### src/sv/psts_pkg.sv
`default_nettype none

package psts_pkg;

  localparam int WAKE_W     = 16;
  localparam int SEC_W      = 32;
  localparam int PERIOD_W   = 32;
  localparam int FRAC_W     = 17;
  localparam int SLOT_W     = 3;
  localparam int DATA_W     = 40;
  localparam int CFG_ADDR_W = 2;
  localparam int CFG_DATA_W = 32;

  // slot entry: {has_action, period, due_time}
  localparam int ENTRY_W = 1 + PERIOD_W + SEC_W;

  localparam logic [CFG_ADDR_W-1:0] REG_WAKE_INTERVAL = 2'd0;
  localparam logic [CFG_ADDR_W-1:0] REG_MIN_PERIOD    = 2'd1;
  localparam logic [CFG_ADDR_W-1:0] REG_MAX_PERIOD    = 2'd2;

  localparam logic [WAKE_W-1:0]   WAKE_RST = 16'd4096;
  localparam logic [PERIOD_W-1:0] MIN_RST  = 32'd1;
  localparam logic [PERIOD_W-1:0] MAX_RST  = 32'd86400;

  localparam logic MODE_TICK  = 1'b0;
  localparam logic MODE_START = 1'b1;

  typedef enum logic [2:0] {
    ST_IDLE,
    ST_START_WR,
    ST_DIV,
    ST_SCAN_RD,
    ST_SCAN_CHK,
    ST_DONE
  } state_t;

endpackage

`default_nettype wire

### src/sv/psts_ram.sv
`default_nettype none

module psts_ram #(
  parameter int WIDTH = 65,
  parameter int DEPTH = 8
) (
  input  wire logic                                  clk,
  input  wire logic                                  we,
  input  wire logic [(DEPTH > 1 ? $clog2(DEPTH) : 1)-1:0] waddr,
  input  wire logic [WIDTH-1:0]                      wdata,
  input  wire logic                                  re,
  input  wire logic [(DEPTH > 1 ? $clog2(DEPTH) : 1)-1:0] raddr,
  output logic      [WIDTH-1:0]                      rdata
);

  logic [WIDTH-1:0] mem [DEPTH];

  always_ff @(posedge clk) begin
    if (we) begin
      mem[waddr] <= wdata;
    end
    if (re) begin
      rdata <= mem[raddr];
    end
  end

endmodule

`default_nettype wire

### src/sv/periodic_second_timer_scheduler.sv
// Tick without second rollover: accept, then the status request from the done state.
// Start: clamp at accept, then slot write, then the status request from the done state.
// Tick with rollover: reciprocal-multiply quotient, then for each slot a slot RAM
// read, then compare and write back, then the status request.
// Ready only when idle, so requests do not overlap; a waiting output stalls it.
// Reset (sync, high): counters, running flags, config to defaults; slot RAM not cleared.
`default_nettype none

module periodic_second_timer_scheduler #(
  parameter int SLOTS            = 8,
  parameter int TICKS_PER_SECOND = 4096
) (
  input  wire logic                               clk,
  input  wire logic                               rst,
  input  wire logic                               s_axis_tvalid,
  output logic                                    s_axis_tready,
  // slot[2:0], period_sec[34:3], has_action[35]
  input  wire logic [psts_pkg::DATA_W-1:0]        s_axis_tdata,
  // mode
  input  wire logic                               s_axis_tuser,
  output logic                                    m_axis_tvalid,
  input  wire logic                               m_axis_tready,
  // fired_slot[2:0], now_seconds[34:3]
  output logic      [psts_pkg::DATA_W-1:0]        m_axis_tdata,
  // fired
  output logic                                    m_axis_tuser,
  output logic                                    m_axis_tlast,
  input  wire logic                               cfg_we,
  input  wire logic [psts_pkg::CFG_ADDR_W-1:0]    cfg_addr,
  input  wire logic [psts_pkg::CFG_DATA_W-1:0]    cfg_wdata
);

  localparam int IDX_W  = SLOTS > 1 ? $clog2(SLOTS) : 1;
  localparam int FW     = psts_pkg::FRAC_W;
  localparam int SW     = psts_pkg::SEC_W;
  localparam int PW     = psts_pkg::PERIOD_W;
  localparam int EW     = psts_pkg::ENTRY_W;
  localparam logic [FW:0]      TPS      = (FW + 1)'(TICKS_PER_SECOND);
  localparam logic [IDX_W-1:0] IDX_LAST = IDX_W'(SLOTS - 1);

  // quotient by reciprocal multiply, exact for every FW-bit dividend
  localparam int RSH = FW + $clog2(TICKS_PER_SECOND);
  localparam int MW  = FW + 1;
  localparam logic [63:0] RECIP_FULL =
    ((64'd1 << RSH) + 64'(TICKS_PER_SECOND - 1)) / 64'(TICKS_PER_SECOND);
  localparam logic [MW-1:0] RECIP = RECIP_FULL[MW-1:0];

  psts_pkg::state_t state, state_next;

  logic [psts_pkg::WAKE_W-1:0] wake_interval;
  logic [PW-1:0]               min_period;
  logic [PW-1:0]               max_period;
  logic [SW-1:0]               seconds;
  logic [FW-1:0]               fraction;
  logic [SLOTS-1:0]            running;
  logic [IDX_W-1:0]            idx;
  logic [FW-1:0]               dvd;

  logic [psts_pkg::SLOT_W-1:0] slot_r;
  logic                        act_r;
  logic [PW-1:0]               pstart;

  logic                        out_valid;
  logic                        out_fired;
  logic [psts_pkg::SLOT_W-1:0] out_slot;
  logic [SW-1:0]               out_now;
  logic                        out_lst;

  logic                        in_acc;
  logic                        out_free;
  logic [psts_pkg::SLOT_W-1:0] in_slot;
  logic [PW-1:0]               in_period;
  logic                        in_act;
  logic [PW-1:0]               p_capmax;
  logic [PW-1:0]               p_clamp;
  logic [FW-1:0]               frac_sum;
  logic                        frac_ge;
  logic [FW+MW-1:0]            prod;
  logic [FW-1:0]               quotient;

  logic                        ram_we;
  logic                        ram_re;
  logic [IDX_W-1:0]            ram_waddr;
  logic [EW-1:0]               ram_wdata;
  logic [EW-1:0]               ram_rdata;
  logic                        rd_act;
  logic [PW-1:0]               rd_period;
  logic [SW-1:0]               rd_due;
  logic                        hit;
  logic                        slot_ok;
  logic [PW-1:0]               cap_src;
  logic [PW-1:0]               cap_val;
  logic [SW-1:0]               due_new;

  logic                        load;
  logic                        load_fired;
  logic                        load_last;
  logic                        chk_go;

  assign in_acc    = s_axis_tvalid & s_axis_tready;
  assign out_free  = !out_valid || m_axis_tready;
  assign in_slot   = s_axis_tdata[2:0];
  assign in_period = s_axis_tdata[34:3];
  assign in_act    = s_axis_tdata[35];

  assign p_capmax  = (in_period > max_period) ? max_period : in_period;
  assign p_clamp   = (p_capmax < min_period) ? min_period : p_capmax;

  assign frac_sum  = fraction + FW'(wake_interval);
  assign frac_ge   = {1'b0, frac_sum} >= TPS;

  assign prod      = {{MW{1'b0}}, dvd} * {{FW{1'b0}}, RECIP};
  assign quotient  = FW'(prod >> RSH);

  assign {rd_act, rd_period, rd_due} = ram_rdata;
  assign hit     = running[idx] && (rd_due <= seconds);
  assign slot_ok = {29'd0, slot_r} < 32'(SLOTS);

  assign cap_src = (state == psts_pkg::ST_START_WR) ? pstart : rd_period;
  assign cap_val = (cap_src > max_period) ? max_period : cap_src;
  assign due_new = seconds + cap_val;

  assign ram_waddr = (state == psts_pkg::ST_START_WR) ? IDX_W'(slot_r) : idx;
  assign ram_wdata = (state == psts_pkg::ST_START_WR) ? {act_r, pstart, due_new}
                                                      : {rd_act, rd_period, due_new};

  assign s_axis_tready = (state == psts_pkg::ST_IDLE);

  always_comb begin
    state_next = state;
    ram_we     = 1'b0;
    ram_re     = 1'b0;
    load       = 1'b0;
    load_fired = 1'b0;
    load_last  = 1'b1;
    chk_go     = 1'b0;
    case (state)
      psts_pkg::ST_IDLE: begin
        if (in_acc) begin
          if (s_axis_tuser == psts_pkg::MODE_START) begin
            state_next = psts_pkg::ST_START_WR;
          end else if (frac_ge) begin
            state_next = psts_pkg::ST_DIV;
          end else begin
            state_next = psts_pkg::ST_DONE;
          end
        end
      end
      psts_pkg::ST_START_WR: begin
        ram_we     = slot_ok;
        state_next = psts_pkg::ST_DONE;
      end
      psts_pkg::ST_DIV: begin
        state_next = psts_pkg::ST_SCAN_RD;
      end
      psts_pkg::ST_SCAN_RD: begin
        ram_re     = 1'b1;
        state_next = psts_pkg::ST_SCAN_CHK;
      end
      psts_pkg::ST_SCAN_CHK: begin
        if (!(hit && rd_act) || out_free) begin
          chk_go     = 1'b1;
          ram_we     = hit;
          load       = hit && rd_act;
          load_fired = 1'b1;
          load_last  = 1'b0;
          state_next = (idx == IDX_LAST) ? psts_pkg::ST_DONE : psts_pkg::ST_SCAN_RD;
        end
      end
      psts_pkg::ST_DONE: begin
        if (out_free) begin
          load       = 1'b1;
          state_next = psts_pkg::ST_IDLE;
        end
      end
      default: begin
        state_next = psts_pkg::ST_IDLE;
      end
    endcase
  end

  always_ff @(posedge clk) begin
    if (rst) begin
      state <= psts_pkg::ST_IDLE;
    end else begin
      state <= state_next;
    end
  end

  always_ff @(posedge clk) begin
    if (rst) begin
      wake_interval <= psts_pkg::WAKE_RST;
      min_period    <= psts_pkg::MIN_RST;
      max_period    <= psts_pkg::MAX_RST;
      seconds       <= '0;
      fraction      <= '0;
      running       <= '0;
      idx           <= '0;
      out_valid     <= 1'b0;
    end else begin
      if (cfg_we) begin
        case (cfg_addr)
          psts_pkg::REG_WAKE_INTERVAL: wake_interval <= cfg_wdata[psts_pkg::WAKE_W-1:0];
          psts_pkg::REG_MIN_PERIOD:    min_period    <= cfg_wdata;
          psts_pkg::REG_MAX_PERIOD:    max_period    <= cfg_wdata;
          default: ;
        endcase
      end
      if (in_acc && s_axis_tuser == psts_pkg::MODE_TICK) begin
        fraction <= frac_ge ? '0 : frac_sum;
      end
      if (state == psts_pkg::ST_DIV) begin
        seconds <= seconds + SW'(quotient);
        idx     <= '0;
      end
      if (state == psts_pkg::ST_START_WR && slot_ok) begin
        running[IDX_W'(slot_r)] <= 1'b1;
      end
      if (chk_go && idx != IDX_LAST) begin
        idx <= idx + IDX_W'(1);
      end
      if (load) begin
        out_valid <= 1'b1;
      end else if (m_axis_tready) begin
        out_valid <= 1'b0;
      end
    end
  end

  always_ff @(posedge clk) begin
    if (in_acc) begin
      slot_r <= in_slot;
      act_r  <= in_act;
      pstart <= p_clamp;
      dvd    <= frac_sum;
    end
    if (load) begin
      out_fired <= load_fired;
      out_slot  <= load_fired ? psts_pkg::SLOT_W'(idx) : '0;
      out_now   <= seconds;
      out_lst   <= load_last;
    end
  end

  psts_ram #(
    .WIDTH (EW),
    .DEPTH (SLOTS)
  ) u_slot_ram (
    .clk   (clk),
    .we    (ram_we),
    .waddr (ram_waddr),
    .wdata (ram_wdata),
    .re    (ram_re),
    .raddr (idx),
    .rdata (ram_rdata)
  );

  assign m_axis_tvalid = out_valid;
  assign m_axis_tuser  = out_fired;
  assign m_axis_tlast  = out_lst;
  assign m_axis_tdata  = {5'd0, out_now, out_slot};

  a_frac_below_second: assert property (@(posedge clk) disable iff (rst)
    state == psts_pkg::ST_IDLE |-> {1'b0, fraction} < TPS)
    else $error("fraction not below one second while idle");

  a_start_writes: assert property (@(posedge clk) disable iff (rst)
    in_acc && s_axis_tuser == psts_pkg::MODE_START |=> state == psts_pkg::ST_START_WR)
    else $error("start request did not go to slot write");

  a_fire_is_due: assert property (@(posedge clk) disable iff (rst)
    state == psts_pkg::ST_SCAN_CHK && load |-> running[idx] && rd_due <= seconds && rd_act)
    else $error("fire request for a slot that is not due");

  a_div_to_scan: assert property (@(posedge clk) disable iff (rst)
    state == psts_pkg::ST_DIV |=> state == psts_pkg::ST_SCAN_RD && idx == '0)
    else $error("scan did not start at slot zero after the quotient");

endmodule

`default_nettype wire

### config.mk
export PLATFORM = sky130hd
export DESIGN_NAME = periodic_second_timer_scheduler
export DESIGN_NICKNAME = d
export VERILOG_FILES = /design/src/sv/psts_pkg.sv /design/src/sv/psts_ram.sv /design/src/sv/periodic_second_timer_scheduler.sv
export SDC_FILE = /design/constraint.sdc
export NUM_CORES = 1
export LEC_CHECK = 0
export BUFFER_PORTS_ARGS = -buffer_cell sky130_fd_sc_hd__buf_2
export CORE_MARGIN = 3
export CORE_UTILIZATION = 25
export DETAILED_ROUTE_END_ITERATION = 16
export PLACE_DENSITY = 0.48
export SYNTH_ARGS = -nofsm -noshare
export SYNTH_HDL_FRONTEND = slang
export SYNTH_HIERARCHICAL = 1
export SYNTH_SLANG_ARGS = --single-unit
export TNS_END_PERCENT = 50
### constraint.sdc
create_clock -name clk -period 25.5 [get_ports clk]
set_input_delay 7.65 -clock clk [delete_from_list [all_inputs] [get_ports clk]]
set_output_delay 7.65 -clock clk [all_outputs]
set_load 0.1 [all_outputs]
==> results of run 1 <==
==> metal layers <==
metal	vias up	share of wire, %
met5	-	0.013
met2	447	44
met1	10700	49
met4	2	2.0
met3	126	5.1
li1	9745	-
==> power by group <==
part | internal [mW] | switching [mW] | leakage, nW
clock | 0.804 | 0.560 | 1.50
combinational | 0.156 | 0.271 | 5.50
sequential | 1.54 | 0.0244 | 7.21
total | 2.50 | 0.856 | 14.2
==> flip-flops by register name, indices dropped and copies added, names as in the netlist, 3 cells and up <==
signal            cells
running               8
idx                   3
slot_r                3
state                 3
u_slot_ram/rdata     65
out_slot              3
seconds              32
wake_interval        16
dvd                   5
u_slot_ram/mem      520
pstart               32
fraction             17
min_period           32
out_now              32
max_period           32
==> cells in the final DEF (no fill, tap or decap), types with 19 or more instances in the layout <==
master / n
nand4_1: 34
buf_2: 113
mux2_2: 161
inv_1: 124
clkinv_2: 19
nor2b_1: 19
nand2_1: 235
xnor2_1: 61
buf_4: 36
clkbuf_16: 90
edfxtp_1: 663
nor2_1: 108
ha_1: 184
o21ai_0: 78
dfxtp_1: 141
a21o_1: 36
mux4_2: 132
a21oi_1: 152
nor3_1: 25
==> worst paths after layout <==
path               startpoint                    end  slack (ps)
max          s_axis_tdata[13]             pstart[15]       11880
min               seconds[31]            out_now[31]         430
max reg2reg          state[0]  u_slot_ram/mem[6][28]       17130
min reg2reg       seconds[31]            out_now[31]         430
==> worst register-to-register path, cell delays in order, from the launching register on <==
cell and delay (ps):
dfxtp_1 560, nand2b_1 230, nor2_4 310, buf_4 620, mux2_2 550, ha_1 350, nand4_1 150, or3_1 460
nor3_1 540, nand3_1 330, o41ai_4 130, buf_4 350, nor2_1 80, a21oi_1 390, ha_1 280, inv_1 60
fa_1 400, nor2b_1 190, o2111ai_1 170, nand3_1 150, a31oi_1 280, o21a_1 330, o211ai_1 400, a31o_2 240
a21oi_1 70, xnor2_1 490
==> logic make-up (layout without fill, tap and decap cells) <==
family                     Yosys count  count (layout)
AOI/OAI and AO/OA                  368             368
xor gates and xnor gates            69              69
adders and majority gates          187             187
buffers and inverters              218             439
DFF                                807             807
muxes                              307             307
other                                1               8
and+or+nand+nor                    525             525
==> area by class of cell <==
class                   count  area [µm²]  share of cell area (%)
well taps                1903        2380                    5.63
inverters                 124         465                    1.10
flip-flops and latches    807       22800                    54.0
multi-input cells        1461       12700                    30.0
clock inverters            59         758                    1.79
clock buffers             107        2340                    5.53
diodes                      3        7.51                  0.0178
repair buffers            149         836                    1.98
==> per-stage QoR <==
stage	setup WS (ps)	power, mW	cell area [µm²]
floorplan	12230	1.87	36300
global route	11710	3.49	42300
global placement	11320	2.02	39200
detailed placement	11280	2.02	39200
CTS	11960	3.40	42300
finish	11880	3.35	42300
==> flow_summary.json, run 1 <==
{
  "worstPathRequired_ps": 25920,
  "fin_nets": 2898,
  "synth_top_family_by_area": "multiplexers",
  "cts_made_buffers": 88,
  "hold_class": "reg2reg",
  "dp_cells": 4444,
  "grt_pass1_wl_um": 146000,
  "drc": 0,
  "grt_use_total_pct": 13.2,
  "path_class": "in2reg",
  "p_leak_nw": 14.2,
  "die_width_um": 387,
  "cts.clk_slew.worst_paths_ps": 60,
  "final_cells": 4613,
  "cts_root_buf": "clkbuf_16",
  "cp_num_buf_inv": 2,
  "worstSkewPairLatency_ps": 700,
  "synth_compound_area_share_pct": 6.22,
  "cp_cell_sequence": "buf_2 > ha_1 > nand4_1 > or3_1 > nor3_1 > o22ai_1 > a21oi_4 > o21ai_0 > ha_1 > a21o_1 > a21o_1 > a21oi_1 > nor2_1 > a2111oi_0 > o21ai_0 > a221o_1 > nor3_4 > buf_4 > mux2_2",
  "overflow": 0,
  "cp-start-kind": "input pin",
  "drive_gt1_share_pct": 22.7,
  "finalClockSkew_ps": 27.3,
  "rows": 139,
  "avgRoutedWirePerCell_um": 21.7,
  "p_per_area_mw_per_mm2": 79.3,
  "yosys-top-cells-count": "663 x edfxtp_1, 235 x nand2_1, 184 x ha_1",
  "io_buffers": 114,
  "hold_buffers": 0,
  "grt_pass1_vias": 21100,
  "synthArstFlopShare_pct": 0,
  "routabilityCongestion": 0.817,
  "yosysSeqAreaShare_pct": 62.8,
  "synth.area.top_cells": "edfxtp_1 55%, mux4_2 8.2%, dfxtp_1 7.9%",
  "post-route-min-period_ps": 13620,
  "cp_max_fo": 30,
  "ant_nets": 0,
  "synthCells": 2482,
  "synth_top_area_share_pct": 54.9,
  "routed_via_density": 4.55,
  "path_delay_family": "compound AO/OA/AOI/OAI gates",
  "drt_iter0_drc": 1516,
  "cp.arrival_ps": 14040,
  "totalNegativeSetupSlack_ps": 0,
  "antenna_found_initial": 11,
  "report.final.slew_viol_count": 0,
  "final_util_pct": 29.4,
  "grt-busiest-layer": "met2",
  "drt-total-wl_um": 100000,
  "synth_xor_area_share_pct": 1.67,
  "die_h_um": 387,
  "synthMostInstantiatedCell": "edfxtp_1",
  "fillCellCount": 14400,
  "yosys_warnings": 6,
  "rsz0062_at_grt": "false",
  "area_delta_synth_final_pct": 16.4,
  "synth-simple-area-share_pct": 6.59,
  "syn_area_mm2": 0.0363,
  "crit_path_end_kind": "flip-flop",
  "timing.slew.headroom_pct": 31.0,
  "avgSynthCellArea_um2": 14.6,
  "yosysTopAreaCell": "edfxtp_1",
  "die-area_mm2": 0.150,
  "met2_usage_pct": 20.2,
  "cts_tree": "done",
  "ctsResizeCount": 0,
  "holdPathStages": 0,
  "reg2regPathDepth": 25,
  "io_pins": 124,
  "vias": 21000,
  "cts_setup_buffers": 0,
  "synth.distinct_cells": 72,
  "synthAdderAreaFrac_pct": 6.51,
  "cp_slowest_cell": "a21oi_4",
  "ir_drop_mv": 0.0485,
  "period_share_pct": 53.4,
  "final_hold_viol_count": 0,
  "grtUsageMet3_pct": 2.32,
  "first_pass_iters": 5,
  "synth-edff-count": 663,
  "htreeDepth": 3,
  "dp.final_hpwl_um": 66100,
  "synth_ff_type": "edfxtp_1",
  "maxCapViolations": 0,
  "core_area_mm2": 0.144,
  "slowest_delay_ps": 640,
  "use_met1_pct": 19.4,
  "clk_path_buf_depth": 3,
  "grt_max_degree": 71,
  "timing.hold.ws_ps": 434,
  "worst_slew_pin_slew_ps": 1040,
  "synth-seq-cells": 807,
  "start_util_pct": 25.2,
  "clock_sinks": 807,
  "synthMuxAreaShare_pct": 13.6,
  "status": "completed",
  "crit_cells": 19,
  "finalSetupViolCount": 0,
  "fmax_mhz": 73.4
}
Note: power is estimated with default switching activity, not from simulation.
==> run 2: changes to the inputs <==
Settings changed: PLACE_DENSITY 0.48 to 0.49.
Clock period 25.5 ns to 12.4 ns, I/O delays scaled along.
==> flow_summary.json, run 2 (synthesized netlist as in run 1, its figures left out) <==
{
  "status": "completed",
  "ctsResizeCount": 0,
  "cp_slowest_cell": "nor3_4",
  "drt_iter0_drc": 1603,
  "die_width_um": 387,
  "cts_root_buf": "clkbuf_16",
  "switching_share_pct": 25.8,
  "cts_tree": "done",
  "slowest_delay_ps": 570,
  "timing.hold.ws_ps": 436,
  "top_regs": "u_slot_ram/mem (520), u_slot_ram/rdata (65)",
  "worst_slew_pin_slew_ps": 1190,
  "power_mw": 6.79,
  "largest_reg_flops": 520,
  "die_h_um": 387,
  "htreeDepth": 3,
  "p_per_area_mw_per_mm2": 161,
  "routabilityCongestion": 0.813,
  "finalClockSkew_ps": 34.1,
  "switchingPower_mw": 1.75,
  "clk_path_buf_depth": 3,
  "cts_made_buffers": 91,
  "path_class": "in2reg",
  "cp_max_fo": 54,
  "grt_use_total_pct": 13.2,
  "placed_cell_area_mm2": 0.0392,
  "layout_commonest_cell": "edfxtp_1",
  "routed_via_density": 4.56,
  "dp.final_hpwl_um": 65000,
  "ant_nets": 0,
  "rows": 139,
  "fin_nets": 2901,
  "io_buffers": 114,
  "final_cells": 4615,
  "cts.clk_slew.worst_paths_ps": 60,
  "final_area_mm2": 0.0422,
  "rsz0062_at_grt": "false",
  "totalNegativeSetupSlack_ps": 0,
  "post-route-min-period_ps": 9400,
  "dp_cells": 4444,
  "finalSetupViolCount": 0,
  "worstPathRequired_ps": 12810,
  "avgRoutedWirePerCell_um": 21.8,
  "pwr-share-comb_pct": 13.0,
  "p_leak_nw": 14.2,
  "maxCapViolations": 0,
  "period_share_pct": 75.8,
  "overflow": 0,
  "critical_path.most_common_cell": "o21ai_0",
  "power_frac_clock_pct": 39.9,
  "clock_sinks": 807,
  "layout_common_cells": "663 x edfxtp_1, 235 x nand2_1, 184 x ha_1",
  "cp.arrival_ps": 9810,
  "cp_cell_sequence": "buf_2 > ha_1 > nand4_1 > or3_1 > nor3_1 > o22ai_1 > a21oi_4 > buf_4 > o21ai_0 > ha_1 > nand4_1 > nor2_1 > o21ai_0 > nand3b_1 > a21oi_1 > o21ai_0 > a221o_1 > nor3_4 > buf_4 > mux2_2",
  "top_register": "u_slot_ram/mem",
  "start_util_pct": 25.2,
  "hold_buffers": 0,
  "worstSkewPairLatency_ps": 690,
  "dpl_worst_slack_ps": 2420,
  "cp-start-kind": "input pin",
  "drc": 0,
  "final_hold_viol_count": 0,
  "fin_ws_ps": 3000,
  "grt_pass1_wl_um": 147000,
  "antenna_found_initial": 11,
  "cts_setup_buffers": 0,
  "area_delta_synth_final_pct": 16.2,
  "grt_pass1_vias": 21300,
  "report.final.slew_viol_count": 0,
  "die-area_mm2": 0.150,
  "drt-total-wl_um": 100000,
  "power_frac_seq_pct": 47.2,
  "core_area_mm2": 0.144,
  "ir_drop_mv": 0.102,
  "crit_path_end_kind": "flip-flop",
  "fmax_mhz": 106,
  "final_util_pct": 29.3,
  "vias": 21000,
  "io_pins": 124,
  "hold_class": "reg2reg",
  "grt_max_degree": 60,
  "internal_power_mw": 5.04,
  "drive_gt1_share_pct": 22.8,
  "timing.slew.headroom_pct": 20.5,
  "first_pass_iters": 5
}
run 2: cell count changes in the layout (fill, tap and decap cells not counted), moves of 2 or more:
cell and delta:
bufinv_16 -7, clkbuf_8 +7, diode_2 -2, inv_16 -3
inv_6 +4
run 2: critical path: cells and delay by family:
kind                       cells  cell delay [ps]
muxes                          1              410
AOI/OAI and AO/OA              7             1830
and+or+nand+nor                7             1980
buffers and inverters          3             1170
adders and majority gates      2              650
run 2: layout make-up:
class,count,area [µm²]
Antenna cell,1,2.50
Fill cell,14300,102000
Clock buffer,115,2460
Sequential cell,807,22800
Inverter,124,465
Multi-Input combinational cell,1461,12700
Timing Repair Buffer,149,836
Clock inverter,55,542
Tap cell,1903,2380
run 2: worst paths after layout:
check                           slack (ps)              from  depth (start not counted)                     to
worst max-delay path                  3000  s_axis_tdata[14]                         20              pstart[8]
worst min register to register         440       seconds[31]                          0            out_now[31]
worst min-delay path                   440       seconds[31]                          0            out_now[31]
worst max register to register        4250          state[0]                         25  u_slot_ram/mem[5][30]
run 2: power by group through the flow:
stage	Sequential [mW]	Clock (mW)	Combinational, mW
floorplan	3.26	0	0.589
global route	3.21	2.90	0.968
detailed placement	3.26	0	0.897
global placement	3.26	0	0.894
finish	3.20	2.71	0.880
CTS	3.21	2.79	0.902
run 2: metal layers:
metal	routed length (µm)	vias to the layer above	GRT usage, %
met5	27	-	0
met4	1840	4	3.04
met3	4380	128	2.37
met2	45300	409	20.6
met1	48900	10700	19.1
li1	-	9749	-
==> run 3: changes to the inputs <==
Settings changed: PLACE_DENSITY 0.49 to 0.48.
Clock period 12.4 ns to 8.7 ns, I/O delays scaled along.
==> flow_summary.json, run 3 (synthesized netlist as in run 1, its figures left out) <==
{
  "period_share_pct": 86.9,
  "clock_sinks": 807,
  "layout_commonest_cell": "edfxtp_1",
  "internal_power_mw": 7.20,
  "fillCellCount": 14400,
  "fin_ws_ps": 1140,
  "hold_class": "reg2reg",
  "dp_cells": 4458,
  "reg2regPathDepth": 21,
  "fin_nets": 2917,
  "grt_pass1_wl_um": 146000,
  "switchingPower_mw": 2.50,
  "p_per_area_mw_per_mm2": 229,
  "ir_drop_mv": 0.143,
  "slowest_delay_ps": 730,
  "ctsResizeCount": 0,
  "worstHoldEndpoint": "out_now[31]",
  "grt_pass1_vias": 21400,
  "clk_path_buf_depth": 3,
  "die-area_mm2": 0.150,
  "register_area_mm2": 0.0228,
  "drc": 0,
  "crit_path_end_kind": "flip-flop",
  "htreeDepth": 3,
  "cts_root_buf": "clkbuf_16",
  "cts_setup_buffers": 0,
  "timing.slew.headroom_pct": 28.3,
  "final_cells": 4637,
  "cp_slowest_cell": "or4_1",
  "cp_cell_sequence": "buf_2 > ha_1 > nand4_1 > or4_1 > o31ai_1 > o22ai_1 > a21oi_4 > o21ai_0 > ha_1 > a21o_1 > a21o_1 > a21oi_1 > nor2_1 > a2111oi_0 > o21ai_0 > a221o_1 > nor3_4 > buf_12 > mux2_2",
  "avgRoutedWirePerCell_um": 21.6,
  "totalNegativeSetupSlack_ps": 0,
  "antenna_found_initial": 21,
  "top_register": "u_slot_ram/mem",
  "layout_common_cells": "663 x edfxtp_1, 235 x nand2_1, 184 x ha_1",
  "r2r-end": "u_slot_ram/mem[1][31]",
  "grt_use_total_pct": 13.1,
  "cp_max_fo": 24,
  "post-route-min-period_ps": 7560,
  "dpl_worst_slack_ps": 606,
  "drive_gt1_share_pct": 23.0,
  "io_buffers": 114,
  "holdPathStages": 0,
  "core_area_mm2": 0.144,
  "overflow": 0,
  "cp.arrival_ps": 7980,
  "drt_iter0_drc": 1573,
  "finalClockSkew_ps": 47.4,
  "rsz0062_at_grt": "false",
  "cp-start-kind": "input pin",
  "die_width_um": 387,
  "dp.final_hpwl_um": 67300,
  "path_class": "in2reg",
  "reg2reg_from": "state[0]",
  "ant_nets": 0,
  "fmax_mhz": 132,
  "worst_slew_pin_slew_ps": 1080,
  "die_h_um": 387,
  "vias": 21200,
  "area_delta_synth_final_pct": 16.7,
  "cts.clk_slew.worst_paths_ps": 60,
  "power_frac_clock_pct": 39.7,
  "pwr-share-comb_pct": 13.1,
  "routabilityCongestion": 0.823,
  "hold_buffers": 0,
  "multi_input_area_mm2": 0.0127,
  "first_pass_iters": 5,
  "worstSkewPairLatency_ps": 680,
  "worstPathRequired_ps": 9110,
  "finalSetupViolCount": 0,
  "top_regs": "u_slot_ram/mem (520), u_slot_ram/rdata (65)",
  "start_util_pct": 25.2,
  "status": "completed",
  "grt_max_degree": 72,
  "switching_share_pct": 25.8,
  "largest_reg_flops": 520,
  "cts_made_buffers": 93,
  "maxCapViolations": 0,
  "power_frac_seq_pct": 47.2,
  "hp-start": "seconds[31]",
  "io_pins": 124,
  "p_leak_nw": 14.3,
  "final_hold_viol_count": 0,
  "drt-total-wl_um": 99900,
  "cp_num_buf_inv": 2,
  "rows": 139,
  "report.final.slew_viol_count": 0,
  "cts_tree": "done",
  "r2r_setup_slack_ps": 1150,
  "routed_via_density": 4.58,
  "path_delay_family": "compound AO/OA/AOI/OAI gates"
}
run 3: changes by cell type in the layout (fill, tap and decap cells not counted), moves of 2 or more:
cell | previous run | this run
buf_12 | 0 | 2
buf_4 | 36 | 48
clkbuf_1 | 15 | 21
clkbuf_16 | 91 | 94
clkbuf_8 | 9 | 4
clkinv_1 | 11 | 14
clkinv_16 | 1 | 3
clkinv_2 | 19 | 21
clkinv_8 | 2 | 0
clkinvlp_4 | 8 | 6
diode_2 | 1 | 3
run 3: area by class of cell:
type,count,share of cell area (%)
clock inverter,57,1.32
antenna,3,0.0177
multi-input combinational,1461,29.9
clock buffer,119,5.87
timing repair buffer,163,2.28
tap,1903,5.62
inverter,124,1.10
sequential,807,53.9
run 3: power by group through the flow:
stage               clock, mW  sequential, mW  combinational (mW)
floorplan                   0            4.65               0.840
global placement            0            4.66                1.29
detailed placement          0            4.66                1.29
CTS                      3.99            4.58                1.30
global route             4.13            4.59                1.39
finish                   3.86            4.57                1.27
run 3: routing by layer:
layer / GRT usage, % / vias up / wire length, µm
li1: - / 9782 / -
met1: 18.9 / 10800 / 47500
met2: 20.0 / 536 / 43900
met3: 2.66 / 135 / 6040
met4: 3.49 / 6 / 2370
met5: 0 / - / 41
run 3: through the flow:
| step | utilization, % | area (µm²) | hold WS [ps] | total power, mW |
|---|---|---|---|---|
| finish | 29.4 | 42300 | 428 | 9.70 |
| global route | 29.4 | 42300 | 463 | 10.1 |
| CTS | 29.4 | 42300 | 432 | 9.86 |
| detailed placement | 27.3 | 39300 | 416 | 5.95 |
| global placement | 27.3 | 39300 | 415 | 5.95 |
| floorplan | - | 36300 | 408 | 5.49 |
run 3: worst reg2reg max path, stage by stage (launching register included):
cell and delay, ps:
dfxtp_1 540, nand2b_1 230, nor2_4 310, buf_12 290, mux2_2 550, ha_1 330
nand4_1 110, or3_1 420, nor3_1 550, nand3_1 370, o41ai_4 210, buf_4 340
mux2_2 420, ha_1 360, a21o_1 220, o21bai_1 190, a221o_1 360, o2111ai_1 420
nand3_1 250, nand4_1 200, a32oi_1 140, xnor2_1 480
run 3: worst max path at each step:
| stage | endpoint | from | slack (ps) | cells after the start |
|---|---|---|---|---|
| final | pstart[10] | s_axis_tdata[26] | 1140 | 19 |
| after global routing | u_slot_ram/mem[0][31] | state[0] | 640 | 21 |
| after CTS | u_slot_ram/mem[7][31] | state[0] | 1260 | 21 |
| after detailed placement | pstart[15] | s_axis_tdata[26] | 610 | 19 |
| after global placement | pstart[9] | s_axis_tdata[26] | 540 | 20 |
| after floorplan | u_slot_ram/mem[0][0] | m_axis_tready | 470 | 7 |
